**src/sv/arpc_pkg.sv**
```systemverilog
`timescale 1ns / 1ps
package arpc_pkg;

  localparam int DEF_ENTRIES = 8;
  localparam int IP_W        = 32;
  localparam int MAC_W       = 48;
  localparam int SLOT_W      = 3;

  localparam logic FUNC_LEARN  = 1'b0;
  localparam logic FUNC_LOOKUP = 1'b1;

  typedef enum logic [1:0] {
    KIND_LOOKUP  = 2'd0,
    KIND_REFRESH = 2'd1,
    KIND_FILL    = 2'd2,
    KIND_REPLACE = 2'd3
  } kind_t;

endpackage

```
**src/sv/arpc_match.sv**
```systemverilog
`timescale 1ns / 1ps
module arpc_match import arpc_pkg::*; #(
  parameter int ENTRIES = DEF_ENTRIES,
  parameter int IDX_W   = (ENTRIES > 1) ? $clog2(ENTRIES) : 1
) (
  input  logic [ENTRIES-1:0] valid,
  input  logic [IP_W-1:0]    ip_tab [ENTRIES],
  input  logic [IP_W-1:0]    key_ip,
  output logic               hit,
  output logic [IDX_W-1:0]   hit_idx,
  output logic               free,
  output logic [IDX_W-1:0]   free_idx
);

  logic [ENTRIES-1:0] match;

  always_comb begin
    for (int i = 0; i < ENTRIES; i++) begin
      match[i] = valid[i] && (ip_tab[i] == key_ip);
    end
  end

  // lowest index wins: scan from the top so lower entries override
  always_comb begin
    hit      = |match;
    free     = ~&valid;
    hit_idx  = '0;
    free_idx = '0;
    for (int i = ENTRIES - 1; i >= 0; i--) begin
      if (match[i]) begin
        hit_idx = IDX_W'(i);
      end
      if (!valid[i]) begin
        free_idx = IDX_W'(i);
      end
    end
  end

endmodule

```
**src/sv/arpc_table.sv**
```systemverilog
`timescale 1ns / 1ps
module arpc_table import arpc_pkg::*; #(
  parameter int ENTRIES = DEF_ENTRIES,
  parameter int IDX_W   = (ENTRIES > 1) ? $clog2(ENTRIES) : 1
) (
  input  logic               clk,
  input  logic               rst_n,
  input  logic               wr_en,
  input  logic               wr_new,
  input  logic [IDX_W-1:0]   wr_idx,
  input  logic [IP_W-1:0]    wr_ip,
  input  logic [MAC_W-1:0]   wr_mac,
  input  logic               ptr_adv,
  output logic [ENTRIES-1:0] valid,
  output logic [IP_W-1:0]    ip_tab [ENTRIES],
  output logic [MAC_W-1:0]   mac_tab [ENTRIES],
  output logic [IDX_W-1:0]   ptr
);

  logic [ENTRIES-1:0] valid_r;
  logic [IP_W-1:0]    ip_r [ENTRIES];
  logic [MAC_W-1:0]   mac_r [ENTRIES];
  logic [IDX_W-1:0]   ptr_r;
  logic [IDX_W-1:0]   ptr_nxt;

  always_comb begin
    ptr_nxt = ptr_r;
    if (ptr_adv) begin
      if (ptr_r == IDX_W'(ENTRIES - 1)) begin
        ptr_nxt = '0;
      end else begin
        ptr_nxt = ptr_r + 1'b1;
      end
    end
  end

  always_ff @(posedge clk) begin
    if (!rst_n) begin
      valid_r <= '0;
      ptr_r   <= '0;
    end else begin
      ptr_r <= ptr_nxt;
      if (wr_en && wr_new) begin
        valid_r[wr_idx] <= 1'b1;
      end
    end
  end

  always_ff @(posedge clk) begin
    if (wr_en) begin
      mac_r[wr_idx] <= wr_mac;
      if (wr_new) begin
        ip_r[wr_idx] <= wr_ip;
      end
    end
  end

  assign valid   = valid_r;
  assign ip_tab  = ip_r;
  assign mac_tab = mac_r;
  assign ptr     = ptr_r;

endmodule

```
**src/sv/arp_cache_round_robin_core.sv**
```systemverilog
`timescale 1ns / 1ps
// IPv4-to-MAC cache, fully associative, round-robin replacement when full.
// busy stays low: one item is taken every cycle, and its result appears on
// the out_ ports with out_valid high for exactly one cycle, once the item
// has passed through the input registers and then the result registers.
// The receiver cannot stall, so each result must be captured in that cycle.
// The rate is set by the combinational parallel compare of the key against
// every entry between the input and result registers; items in flight see
// the table as left by the item before.
module arp_cache_round_robin_core import arpc_pkg::*; #(
  parameter int ENTRIES = DEF_ENTRIES
) (
  input  logic              clk,
  input  logic              rst_n,
  input  logic              start,
  output logic              busy,
  input  logic              in_func,
  input  logic [IP_W-1:0]   in_ip_addr,
  input  logic [MAC_W-1:0]  in_mac_addr,
  output logic              out_valid,
  output logic              out_found,
  output logic [MAC_W-1:0]  out_mac_out,
  output logic [SLOT_W-1:0] out_slot,
  output logic [1:0]        out_learn_kind
);

  localparam int IDX_W = (ENTRIES > 1) ? $clog2(ENTRIES) : 1;

  logic               vld_r;
  logic               func_r;
  logic [IP_W-1:0]    ip_r;
  logic [MAC_W-1:0]   mac_r;

  logic [ENTRIES-1:0] valid;
  logic [IP_W-1:0]    ip_tab [ENTRIES];
  logic [MAC_W-1:0]   mac_tab [ENTRIES];
  logic [IDX_W-1:0]   ptr;
  logic               hit;
  logic [IDX_W-1:0]   hit_idx;
  logic               free;
  logic [IDX_W-1:0]   free_idx;

  logic               wr_en;
  logic               wr_new;
  logic [IDX_W-1:0]   wr_idx;
  logic               ptr_adv;

  logic               found_nxt;
  logic [MAC_W-1:0]   mac_out_nxt;
  logic [IDX_W-1:0]   idx_nxt;
  kind_t              kind_nxt;

  logic               out_valid_r;
  logic               found_r;
  logic [MAC_W-1:0]   mac_out_r;
  logic [SLOT_W-1:0]  slot_r;
  kind_t              kind_r;

  assign busy = 1'b0;

  always_ff @(posedge clk) begin
    if (!rst_n) begin
      vld_r <= 1'b0;
    end else begin
      vld_r <= start && !busy;
    end
  end

  always_ff @(posedge clk) begin
    if (start && !busy) begin
      func_r <= in_func;
      ip_r   <= in_ip_addr;
      mac_r  <= in_mac_addr;
    end
  end

  arpc_match #(.ENTRIES(ENTRIES), .IDX_W(IDX_W)) u_match (
    .valid    (valid),
    .ip_tab   (ip_tab),
    .key_ip   (ip_r),
    .hit      (hit),
    .hit_idx  (hit_idx),
    .free     (free),
    .free_idx (free_idx)
  );

  always_comb begin
    wr_en       = 1'b0;
    wr_new      = 1'b0;
    wr_idx      = hit_idx;
    ptr_adv     = 1'b0;
    found_nxt   = 1'b0;
    mac_out_nxt = '0;
    idx_nxt     = '0;
    kind_nxt    = KIND_LOOKUP;
    if (func_r == FUNC_LOOKUP) begin
      if (hit) begin
        found_nxt   = 1'b1;
        mac_out_nxt = mac_tab[hit_idx];
        idx_nxt     = hit_idx;
      end
    end else if (hit) begin
      wr_en     = vld_r;
      found_nxt = 1'b1;
      idx_nxt   = hit_idx;
      kind_nxt  = KIND_REFRESH;
    end else if (free) begin
      wr_en    = vld_r;
      wr_new   = 1'b1;
      wr_idx   = free_idx;
      idx_nxt  = free_idx;
      kind_nxt = KIND_FILL;
    end else begin
      wr_en    = vld_r;
      wr_new   = 1'b1;
      wr_idx   = ptr;
      ptr_adv  = vld_r;
      idx_nxt  = ptr;
      kind_nxt = KIND_REPLACE;
    end
  end

  arpc_table #(.ENTRIES(ENTRIES), .IDX_W(IDX_W)) u_table (
    .clk     (clk),
    .rst_n   (rst_n),
    .wr_en   (wr_en),
    .wr_new  (wr_new),
    .wr_idx  (wr_idx),
    .wr_ip   (ip_r),
    .wr_mac  (mac_r),
    .ptr_adv (ptr_adv),
    .valid   (valid),
    .ip_tab  (ip_tab),
    .mac_tab (mac_tab),
    .ptr     (ptr)
  );

  always_ff @(posedge clk) begin
    if (!rst_n) begin
      out_valid_r <= 1'b0;
    end else begin
      out_valid_r <= vld_r;
    end
  end

  always_ff @(posedge clk) begin
    if (vld_r) begin
      found_r   <= found_nxt;
      mac_out_r <= mac_out_nxt;
      slot_r    <= SLOT_W'(idx_nxt);
      kind_r    <= kind_nxt;
    end
  end

  assign out_valid      = out_valid_r;
  assign out_found      = found_r;
  assign out_mac_out    = mac_out_r;
  assign out_slot       = slot_r;
  assign out_learn_kind = kind_r;

endmodule

```
**config.mk**
```make
export PLATFORM = sky130hd
export DESIGN_NAME = arp_cache_round_robin_core
export DESIGN_NICKNAME = d
export VERILOG_FILES = /design/src/sv/arpc_pkg.sv /design/src/sv/arpc_match.sv /design/src/sv/arpc_table.sv /design/src/sv/arp_cache_round_robin_core.sv
export SDC_FILE = /design/constraint.sdc
export NUM_CORES = 1
export LEC_CHECK = 0
export CORE_MARGIN = 3
export CORE_UTILIZATION = 35
export CTS_CLUSTER_DIAMETER = 30
export CTS_CLUSTER_SIZE = 8
export DETAILED_ROUTE_END_ITERATION = 6
export DONT_BUFFER_PORTS = 1
export SLEW_MARGIN = 20
export SYNTH_ARGS = -nofsm -noshare
export SYNTH_HDL_FRONTEND = slang
export SYNTH_SLANG_ARGS = --single-unit
```
**constraint.sdc**
```tcl
create_clock -name clk -period 6.2 [get_ports clk]
set_clock_uncertainty 0.2 [all_clocks]
set_input_delay 0.31 -clock clk [delete_from_list [all_inputs] [get_ports clk]]
set_output_delay 0.31 -clock clk [all_outputs]
set_load 0.02 [all_outputs]
```
==> results.sh, run 1 <==
export IMPL_outcome="finished clean"
export IMPL_grt_pass1_vias=18000
export IMPL_ys_seq_area_share_pct=74.8
export IMPL_worstPathCellList="or2b_1 -> o2111ai_1 -> a2111o_1 -> or4_4 -> nand2b_1 -> nand3_4 -> a21boi_4 -> o21bai_1 -> nor2_4 -> buf_12"
export IMPL_cp_max_fo=39
export IMPL_ys_ff_latch=788
export IMPL_slowest_stage="edfxtp_1"
export IMPL_hpwl_um=46000
export IMPL_grt_max_degree=82
export IMPL_clockBufferDepth=3
export IMPL_async_reset_ff_share_pct=0
export IMPL_ff_latch_area_um2=23500
export IMPL_cellPowerDensity_nw_per_um2=367
export IMPL_drt_wirelength_per_cell_um=23.6
export IMPL_hold_ws_ns=0.0399
export IMPL_synth_top_flop_cell="edfxtp_1"
export IMPL_coreArea_um2=88800
export IMPL_drt_iter0_drc=1675
export IMPL_cts_made_buffers=154
export IMPL_worst_r2r_startpoint="ip_r[23]"
export IMPL_synth_mux_area_share_pct=6.39
export IMPL_layout_setup_ws_ns=1.13
export IMPL_report_power_total_mw=14.5
export IMPL_layout_nets=2135
export IMPL_totalWireLength_um=78500
export IMPL_synth_top_family_by_area="XOR/XNOR gates"
export IMPL_synthAdderAreaFrac_pct=0.0795
export IMPL_drive_above_1_share_pct=19.6
export IMPL_h_tree_depth=4
export IMPL_start_util_pct=35.4
export IMPL_post_place_ws_ns=1.10
export IMPL_yosys_warnings=0
export IMPL_fin_crit_sh_pct=81.8
export IMPL_drc=0
export IMPL_clk_latency_ns=0.73
export IMPL_yosys_area_top_type="edfxtp_1"
export IMPL_area_growth_pct=25.4
export IMPL_p_leak_nw=12.7
export IMPL_max_slew_margin_pct=33.2
export IMPL_ir_drop_mv=0.174
export IMPL_dr_pass1_iters=5
export IMPL_synth_top_cell_area_share_pct=74.0
export IMPL_fin_crit_ns=5.07
export IMPL_fin_tns_setup_ns=0
export IMPL_synthCells=1779
export IMPL_synth_distinct_cells=69
export IMPL_vias_per_cell=5.15
export IMPL_tightest_slew_ns=1.00
export IMPL_fillers=7484
export IMPL_worstPathRequired_ns=6.39
export IMPL_critPathCaptureType="register"
export IMPL_synth_simple_gate_area_share_pct=5.53
export IMPL_grt_usage_pct=16.8
export IMPL_port_buffers=0
export IMPL_synth_xor_area_share_pct=7.04
export IMPL_tritoncts="built"
export IMPL_syn_nets=1865
export IMPL_grt_pass1_wl_um=117000
export IMPL_die_h_um=306
export IMPL_antenna_found_initial=5
export IMPL_root_buffer="clkbuf_16"
export IMPL_clock_fmax_mhz=197
export IMPL_clock_sinks=788
export IMPL_rsz0062_at_grt="no"
export IMPL_max_stage_delay_ns=0.98
export IMPL_place_gp_congestion=0.892
export IMPL_ioPinCount=140
export IMPL_netlist_area_um2=31500
export IMPL_multi_input_area_um2=7530
export IMPL_path_clk_slew_ns=0.05
export IMPL_grt_overflow_total=0
export IMPL_synth_compound_area_share_pct=4.33
export IMPL_critPathKind="reg2reg"
export IMPL_cts_setup_buffers=0
export IMPL_synthTopCellsByArea="edfxtp_1 74%, xor2_1 5.1%, mux2i_1 4.7%, a211oi_2 1.9%, xnor2_1 1.9%"
export IMPL_slew_violations=0
export IMPL_syn_area_per_cell_um2=17.7
export IMPL_fp_dieW_um=306
export IMPL_vias=17100
export IMPL_ant_nets=0
export IMPL_num_rows=109
export IMPL_hold_start="in_ip_addr[2]"
export IMPL_setup_viol=0
export IMPL_synth_edf_count=775
export IMPL_holdCritPathClass="in2reg"
export IMPL_max_cap_viol_count=0
export IMPL_crit_arrival_ns=5.26
export IMPL_cp_start_kind="register"
export IMPL_hold_violations=0
export IMPL_crit_start="ip_r[23]"
export IMPL_design_die_area_um2=93500
==> layer usage <==
metal  routed length [um]  part of all wire [%]  GRT usage, %
met1                33300                    42          21.5
met2                38000                    48          27.8
met3                 5280                   6.7          4.16
met4                 1980                   2.5          6.01
met5                   28                 0.036             0
==> timing repair <==
| item | CTS | global route |
|---|---|---|
| resized for setup | 0 | 0 |
| hold endpoints to repair | 175 | 0 |
| hold buffers | 126 | 0 |
==> critical path: cells and delay by family (launching register included) <==
family / cells / cell delay (ns)
compound gates: 4 / 1.75
buf+inv: 1 / 0.34
flops: 1 / 0.98
simple gates: 5 / 1.44
==> power by group <==
part	internal (mW)	switching [mW]	total, mW
registers	6.00	0.158	6.15
clock network	5.19	2.71	7.89
logic	0.165	0.253	0.419
total	11.3	3.12	14.5
==> registers in the layout, summed over array words and instances, names as in the netlist <==
register and cells:
u_table.mac_tab 384, u_table.ip_tab 256, mac_r 48, out_mac_out 48
ip_r 32, u_table.valid 8, out_slot 3, u_table.ptr 3
out_learn_kind 2, func_r 1, out_found 1, out_valid 1
vld_r 1
==> through the flow <==
stage,instance area (um2),utilization (%),cells
floorplan,31500,-,1779
global placement,33200,37.3,2932
CTS,39500,44.4,3326
global route,39500,44.4,3327
detailed placement,33200,37.4,2932
finish,39500,44.4,3328
==> cell type report <==
class / instances / area share (%)
Multi-Input combinational cell: 895 / 19.1
Clock inverter: 94 / 2.70
Timing Repair Buffer: 197 / 4.75
Tap cell: 1165 / 3.69
Sequential cell: 788 / 59.6
Antenna cell: 2 / 0.0127
Clock buffer: 174 / 10.0
Inverter: 13 / 0.124
==> path summary, 6_finish.rpt <==
kind | to | slack [ns] | depth (start not counted)
worst max-delay path | u_table.mac_tab[305] | 1.13 | 10
worst min-delay path | ip_r[2] | 0.04 | 1
worst max register to register | u_table.mac_tab[305] | 1.13 | 10
worst min register to register | u_table.ptr[2] | 0.35 | 2
==> kinds of logic after synthesis <==
group / after synthesis
AO/OA/AOI/OAI: 134
XOR/XNOR: 253
adder cells (fa/ha/maj): 2
buffers and inverters: 96
flip-flops: 788
multiplexers: 195
other: 1
AND/OR/NAND/NOR: 310
==> cell usage after synthesis (13+ instances only) <==
| library cell | n |
|---|---|
| edfxtp_1 | 775 |
| xor2_1 | 185 |
| mux2i_1 | 147 |
| nor2_1 | 82 |
| nor4_1 | 79 |
| xnor2_1 | 68 |
| a211oi_2 | 48 |
| a221o_1 | 48 |
| mux2_2 | 48 |
| buf_2 | 40 |
| nand4_1 | 37 |
| nand2_1 | 27 |
| buf_4 | 15 |
| clkbuf_1 | 15 |
| nor3_1 | 15 |
| dfxtp_1 | 13 |
==> layout by cell type (no fill, tap or decap), types with 48 or more instances in the layout <==
| cell | netlist | final |
|---|---|---|
| dlygate4sd3_1 | 0 | 125 |
| xnor2_1 | 68 | 68 |
| buf_4 | 15 | 66 |
| clkbuf_16 | 0 | 155 |
| mux2_2 | 48 | 48 |
| mux2i_1 | 147 | 147 |
| nor4_1 | 79 | 79 |
| a211oi_2 | 48 | 48 |
| xor2_1 | 185 | 185 |
| a221o_1 | 48 | 48 |
| edfxtp_1 | 775 | 775 |
| nor2_1 | 82 | 69 |
No activity file was read; power rests on OpenSTA's default activity.
==> run 2: changes to the inputs <==
ABC_AREA = 1   (was not set)
clock period = 4.8 ns   (was 6.2 ns; I/O delays follow)
==> run 2 against run 1 <==
Effect of this change: design area increased by 15%; largest power group unchanged; routed wire length increased by 43%; clock power grew 55%; count of clock-buffer cells in the layout increased by 32; global-route usage increased by 4.4 points; register-to-register slack got worse by 0.60 ns; synthesized area up 13%; setup slack worse by 0.60 ns; worst hold slack better by 0.011 ns; highest routed layer unchanged; critical endpoint is now u_table.mac_tab[336]; first-iteration DRC count is 44% higher; combinational power is 100% higher.
==> results.sh, run 2 <==
export IMPL_outcome="finished clean"
export IMPL_layout_nets=3929
export IMPL_h_tree_depth=4
export IMPL_drt_iter0_drc=2416
export IMPL_grt_overflow_total=0
export IMPL_async_reset_ff_share_pct=0
export IMPL_ys_ff_latch=788
export IMPL_synth_top_cell_area_share_pct=65.5
export IMPL_grt_pass1_wl_um=166000
export IMPL_design_die_area_um2=105000
export IMPL_critPathCaptureType="register"
export IMPL_yosys_warnings=0
export IMPL_ys_seq_area_share_pct=66.3
export IMPL_syn_nets=3612
export IMPL_port_buffers=0
export IMPL_critPathBufInv=3
export IMPL_vias_per_cell=4.87
export IMPL_ys_top_cells_by_count="942 x nand2_1, 775 x edfxtp_1, 531 x inv_1"
export IMPL_coreArea_um2=100000
export IMPL_holdCritPathClass="in2reg"
export IMPL_rsz0062_at_grt="no"
export IMPL_tritoncts="built"
export IMPL_hold_violations=0
export IMPL_totalWireLength_um=112000
export IMPL_largest_reg_flops=384
export IMPL_crit_arrival_ns=4.47
export IMPL_mostFrequentLayoutCells="942 x nand2_1, 775 x edfxtp_1, 527 x inv_1"
export IMPL_die_h_um=325
export IMPL_clockBufferDepth=3
export IMPL_fp_dieW_um=325
export IMPL_synthTopCellsByArea="edfxtp_1 66%, nand2_1 10%, inv_1 5.6%, nand3_1 5.0%, nor2_1 4.5%"
export IMPL_cts_made_buffers=182
export IMPL_max_cap_viol_count=0
export IMPL_drive_above_1_share_pct=11.1
export IMPL_slowest_stage="xnor2_1"
export IMPL_root_buffer="clkbuf_16"
export IMPL_setup_viol=0
export IMPL_placed_cells=4850
export IMPL_path_clk_slew_ns=0.04
export IMPL_clock_fmax_mhz=234
export IMPL_grt_pass1_vias=25500
export IMPL_cellPowerDensity_nw_per_um2=459
export IMPL_dpl_cell_area_um2=37700
export IMPL_hpwl_um=69600
export IMPL_clk_latency_ns=0.78
export IMPL_synth_top_flop_cell="edfxtp_1"
export IMPL_whs_endpoint="ip_r[4]"
export IMPL_syn_area_per_cell_um2=10.1
export IMPL_n_antenna_cell=0
export IMPL_reg2reg_to="u_table.mac_tab[336]"
export IMPL_fin_crit_ns=4.27
export IMPL_grt_usage_pct=21.2
export IMPL_area_growth_pct=28.3
export IMPL_clock_sinks=788
export IMPL_yosys_area_top_type="edfxtp_1"
export IMPL_hold_start="in_ip_addr[4]"
export IMPL_num_rows=116
export IMPL_final_common_cell="nand2_1"
export IMPL_start_util_pct=35.4
export IMPL_slew_violations=0
export IMPL_max_slew_margin_pct=30.3
export IMPL_synthCells=3526
export IMPL_fin_crit_sh_pct=88.9
export IMPL_yosysMostFrequentCell="nand2_1"
export IMPL_grt_max_degree=145
export IMPL_cp_max_fo=26
export IMPL_path_common_cell="nor2_1"
export IMPL_drt_wirelength_per_cell_um=21.0
export IMPL_cp_start_kind="register"
export IMPL_cts_resized=0
export IMPL_tightest_slew_ns=1.05
export IMPL_cp_top_family="simple AND/OR/NAND/NOR gates"
export IMPL_hold_ws_ns=0.0510
export IMPL_design_area_um2=45600
export IMPL_worstHoldPathCells=1
export IMPL_synth_distinct_cells=41
export IMPL_max_stage_delay_ns=0.70
export IMPL_reg2reg_depth=14
export IMPL_dr_pass1_iters=6
export IMPL_drc=0
export IMPL_critPathKind="reg2reg"
export IMPL_ir_drop_mv=0.280
export IMPL_worstPathCellList="xnor2_1 -> nand2_1 -> nor3_1 -> nand3_1 -> nor2_1 -> nor2_1 -> inv_2 -> nor2_4 -> nand2_2 -> nand2_2 -> nor2_1 -> inv_1 -> nor3_4 -> buf_12"
export IMPL_fin_cells=5350
export IMPL_p_leak_nw=19.0
export IMPL_netlist_area_um2=35500
export IMPL_worst_r2r_startpoint="ip_r[26]"
export IMPL_ff2ff_setup_slack_ns=0.53
export IMPL_report_power_total_mw=20.9
export IMPL_ant_nets=0
export IMPL_ioPinCount=140
export IMPL_vias=26000
export IMPL_place_gp_congestion=0.961
export IMPL_worstPathRequired_ns=5.00
export IMPL_antenna_found_initial=3
export IMPL_synth_edf_count=775
==> run 2: area by class of cell <==
class / instances / area, um2
Timing Repair Buffer: 260 / 2750
Multi-Input combinational cell: 2065 / 9340
Tap cell: 1357 / 1700
Inverter: 546 / 2050
Clock buffer: 206 / 4670
Clock inverter: 128 / 1510
Sequential cell: 788 / 23500
Fill cell: 9278 / 54900
==> run 2: timing repair <==
action	4_1_cts	5_1_grt
setup buffers	0	3
setup endpoints to repair	0	19
endpoints found under the hold margin	175	0
hold buffers	163	0
==> run 2: kinds of logic after synthesis <==
kind of cell             Yosys count  share of synthesized area, %
AND/OR/NAND/NOR                 1898                          22.8
buffers and inverters            673                          7.63
adder cells (fa/ha/maj)            2                        0.0705
flip-flops                       788                          66.3
other                              1                        0.0106
XOR/XNOR                          74                          1.82
AO/OA/AOI/OAI                     90                          1.37
==> run 2: how the worst max path moves through the flow <==
stage / end / slack, ns / cells past startpoint / start
2_1_floorplan: u_table.mac_tab[0] / -0.19 / 6 / vld_r
3_3_place_gp: u_table.mac_tab[373] / 0.24 / 17 / ip_r[9]
3_5_place_dp: u_table.mac_tab[373] / 0.1 / 17 / ip_r[9]
4_1_cts: u_table.mac_tab[336] / 0.11 / 17 / ip_r[9]
5_1_grt: u_table.mac_tab[336] / 0.32 / 14 / ip_r[26]
6_report: u_table.mac_tab[336] / 0.53 / 14 / ip_r[26]
==> run 2: report_power, final <==
part	internal (mW)	switching, mW
clock network	8.08	4.09
logic	0.275	0.581
registers	7.74	0.165
total	16.1	4.83
==> run 2: layer usage <==
layer / part of all wire, % / vias to the layer above / routed length [um] / track usage (%)
met1: 43 / 12500 / 48000 / 28.6
met3: 7.8 / 249 / 8790 / 4.77
met2: 45 / 1127 / 50900 / 32.9
li1: - / 12200 / - / -
met5: 0.023 / - / 26 / 0
met4: 4.0 / 4 / 4520 / 9.06
==> run 2: through the flow <==
step | setup TNS (ns) | utilization (%) | worst slack, ns
6_report | 0 | 45.4 | 0.531
3_3_place_gp | 0 | 37.5 | 0.238
5_1_grt | 0 | 45.4 | 0.322
3_5_place_dp | 0 | 37.5 | 0.0951
4_1_cts | 0 | 45.3 | 0.114
2_1_floorplan | -18.44 | - | -0.192
==> run 2: worst reg2reg max path, cell delays in order, from the launching register on <==
cell	delay, ns
edfxtp_1	0.59
xnor2_1	0.70
nand2_1	0.11
nor3_1	0.33
nand3_1	0.12
nor2_1	0.33
nor2_1	0.19
inv_2	0.10
nor2_4	0.05
nand2_2	0.12
nand2_2	0.11
nor2_1	0.23
inv_1	0.15
nor3_4	0.29
buf_12	0.27
==> run 3: changes to the inputs <==
CORE_UTILIZATION = 60   (was 35)
PLACE_DENSITY = 0.76   (was not set)
==> run 3 against run 2 <==
Effect of this change: the flow now finishes with violations (DRC); design area fell by 4.8%; sequential power is essentially flat; first-iteration DRC count grew 33%; combinational power fell by 6.7%; register-to-register slack got worse by 0.18 ns; sequential share of layout area is 2.6 points higher; critical path type unchanged.
==> results.sh, run 3 (synthesized netlist as in run 2, its figures left out) <==
export IMPL_setup_viol=0
export IMPL_grt_pass1_vias=26400
export IMPL_fp_dieW_um=249
export IMPL_drt_wirelength_per_cell_um=22.0
export IMPL_cp_start_kind="register"
export IMPL_p_leak_nw=18.3
export IMPL_hold_violations=0
export IMPL_grt_overflow_total=0
export IMPL_cellPowerDensity_nw_per_um2=436
export IMPL_design_die_area_um2=62100
export IMPL_num_rows=88
export IMPL_layout_nets=3875
export IMPL_grt_pass1_wl_um=154000
export IMPL_largest_reg_flops=384
export IMPL_cts_setup_buffers=0
export IMPL_hpwl_um=60600
export IMPL_die_h_um=249
export IMPL_clockBufferDepth=3
export IMPL_worstPathRequired_ns=5.08
export IMPL_h_tree_depth=4
export IMPL_critPathKind="reg2reg"
export IMPL_clk_latency_ns=0.74
export IMPL_fin_crit_ns=4.45
export IMPL_start_util_pct=61.1
export IMPL_vias_per_cell=5.70
export IMPL_final_util_pct=74.6
export IMPL_max_slew_margin_pct=27.3
export IMPL_tightest_slew_ns=1.09
export IMPL_tritoncts="built"
export IMPL_dr_pass1_iters=7
export IMPL_holdCritPathClass="in2reg"
export IMPL_mostFrequentLayoutCells="942 x nand2_1, 775 x edfxtp_1, 527 x inv_1"
export IMPL_worst_r2r_startpoint="ip_r[13]"
export IMPL_grt_max_degree=145
export IMPL_area_growth_pct=22.1
export IMPL_clock_sinks=788
export IMPL_report_power_total_mw=18.9
export IMPL_ir_drop_mv=0.446
export IMPL_slew_violations=0
export IMPL_fin_crit_sh_pct=92.7
export IMPL_ioPinCount=140
export IMPL_violations="DRC"
export IMPL_hold_ws_ns=0.0525
export IMPL_drive_above_1_share_pct=8.86
export IMPL_reg2reg_to="out_mac_out[37]"
export IMPL_grt_usage_pct=33.0
export IMPL_max_cap_viol_count=0
export IMPL_root_buffer="clkbuf_16"
export IMPL_place_gp_congestion=1.07
export IMPL_ant_nets=0
export IMPL_worstHoldPathCells=1
export IMPL_use_met3_pct=6.89
export IMPL_grt_use_met1_pct=42.6
export IMPL_worstPathCellList="inv_2 -> nand2_1 -> nand2_1 -> nor2_1 -> nand2_1 -> nor2_1 -> nand3_1 -> nor2_1 -> nor2_1 -> nand2_1 -> nand2_1 -> nand2_4 -> buf_12 -> nand3_1 -> nand3_1 -> nand3_1 -> nand2_1 -> nor2_1"
export IMPL_multi_input_area_um2=9340
export IMPL_hold_start="in_ip_addr[4]"
export IMPL_final_common_cell="nand2_1"
export IMPL_reg2reg_depth=18
export IMPL_slowest_stage="edfxtp_1"
export IMPL_clock_fmax_mhz=225
export IMPL_vias=26600
export IMPL_antenna_found_initial=3
export IMPL_crit_arrival_ns=4.73
export IMPL_coreArea_um2=58100
export IMPL_totalWireLength_um=103000
export IMPL_drc=1
export IMPL_cts_made_buffers=151
export IMPL_path_common_cell="nand2_1"
export IMPL_top_usage_layer="met2"
export IMPL_ff_latch_area_um2=23500
export IMPL_whs_endpoint="ip_r[4]"
export IMPL_drt_iter0_drc=3220
export IMPL_grt_util_met2_pct=52.8
export IMPL_path_clk_slew_ns=0.05
export IMPL_rsz0062_at_grt="no"
export IMPL_max_stage_delay_ns=0.89
export IMPL_fillers=3736
export IMPL_ff2ff_setup_slack_ns=0.35
export IMPL_outcome="complete, but fails checks"
export IMPL_cp_max_fo=144
export IMPL_port_buffers=0
export IMPL_critPathCaptureType="register"
-- run 3: timing repair --
action                                 CTS  global route
endpoints found under the hold margin  175             0
resized for setup                        0             0
hold buffers                           166             0
-- run 3: power breakdown --
part / switching, mW / total [mW] / internal (mW)
registers: 0.156 / 7.90 / 7.74
clock network: 3.47 / 10.2 / 6.73
logic: 0.536 / 0.799 / 0.263
-- run 3: worst max-delay path by stage --
stage / startpoint / to / slack (ns) / cells past startpoint
global placement: ip_r[13] / u_table.mac_tab[258] / 0.62 / 18
global route: ip_r[13] / out_mac_out[37] / 0.29 / 18
floorplan: vld_r / u_table.mac_tab[0] / -0.19 / 6
finish: ip_r[13] / out_mac_out[37] / 0.35 / 18
CTS: ip_r[13] / out_mac_out[35] / 0.59 / 18
detailed placement: ip_r[13] / u_table.mac_tab[334] / 0.59 / 17
-- run 3: layout make-up --
class                      count  area share (%)
antenna                        2          0.0115
clock buffer                 173            9.05
clock inverter                87            2.34
inverter                     546            4.73
multi-input combinational   2065            21.5
sequential                   788            54.3
tap                          765            2.21
timing repair buffer         237            5.85
-- run 3: stage by stage --
step / setup slack (ns) / area, um2 / TNS [ns] / cells
after CTS: 0.592 / 43400 / 0 / 4661
final: 0.349 / 43400 / 0 / 4663
after global routing: 0.286 / 43400 / 0 / 4661
after detailed placement: 0.589 / 36700 / 0 / 4235
after global placement: 0.621 / 36700 / 0 / 4235
after floorplan: -0.192 / 35500 / -18.44 / 3526
-- run 3: routing by layer --
metal  share of wire (%)  wire length, um
met5               0.013               13
met4                 5.4             5540
met3                  11            10800
met2                  47            48600
met1                  37            37600
-- run 3: critical path, delay by kind of cell (launching register included) --
family	cells	cell delay, ns
flip-flops	1	0.89
buffers and inverters	2	0.86
AND/OR/NAND/NOR	16	2.13
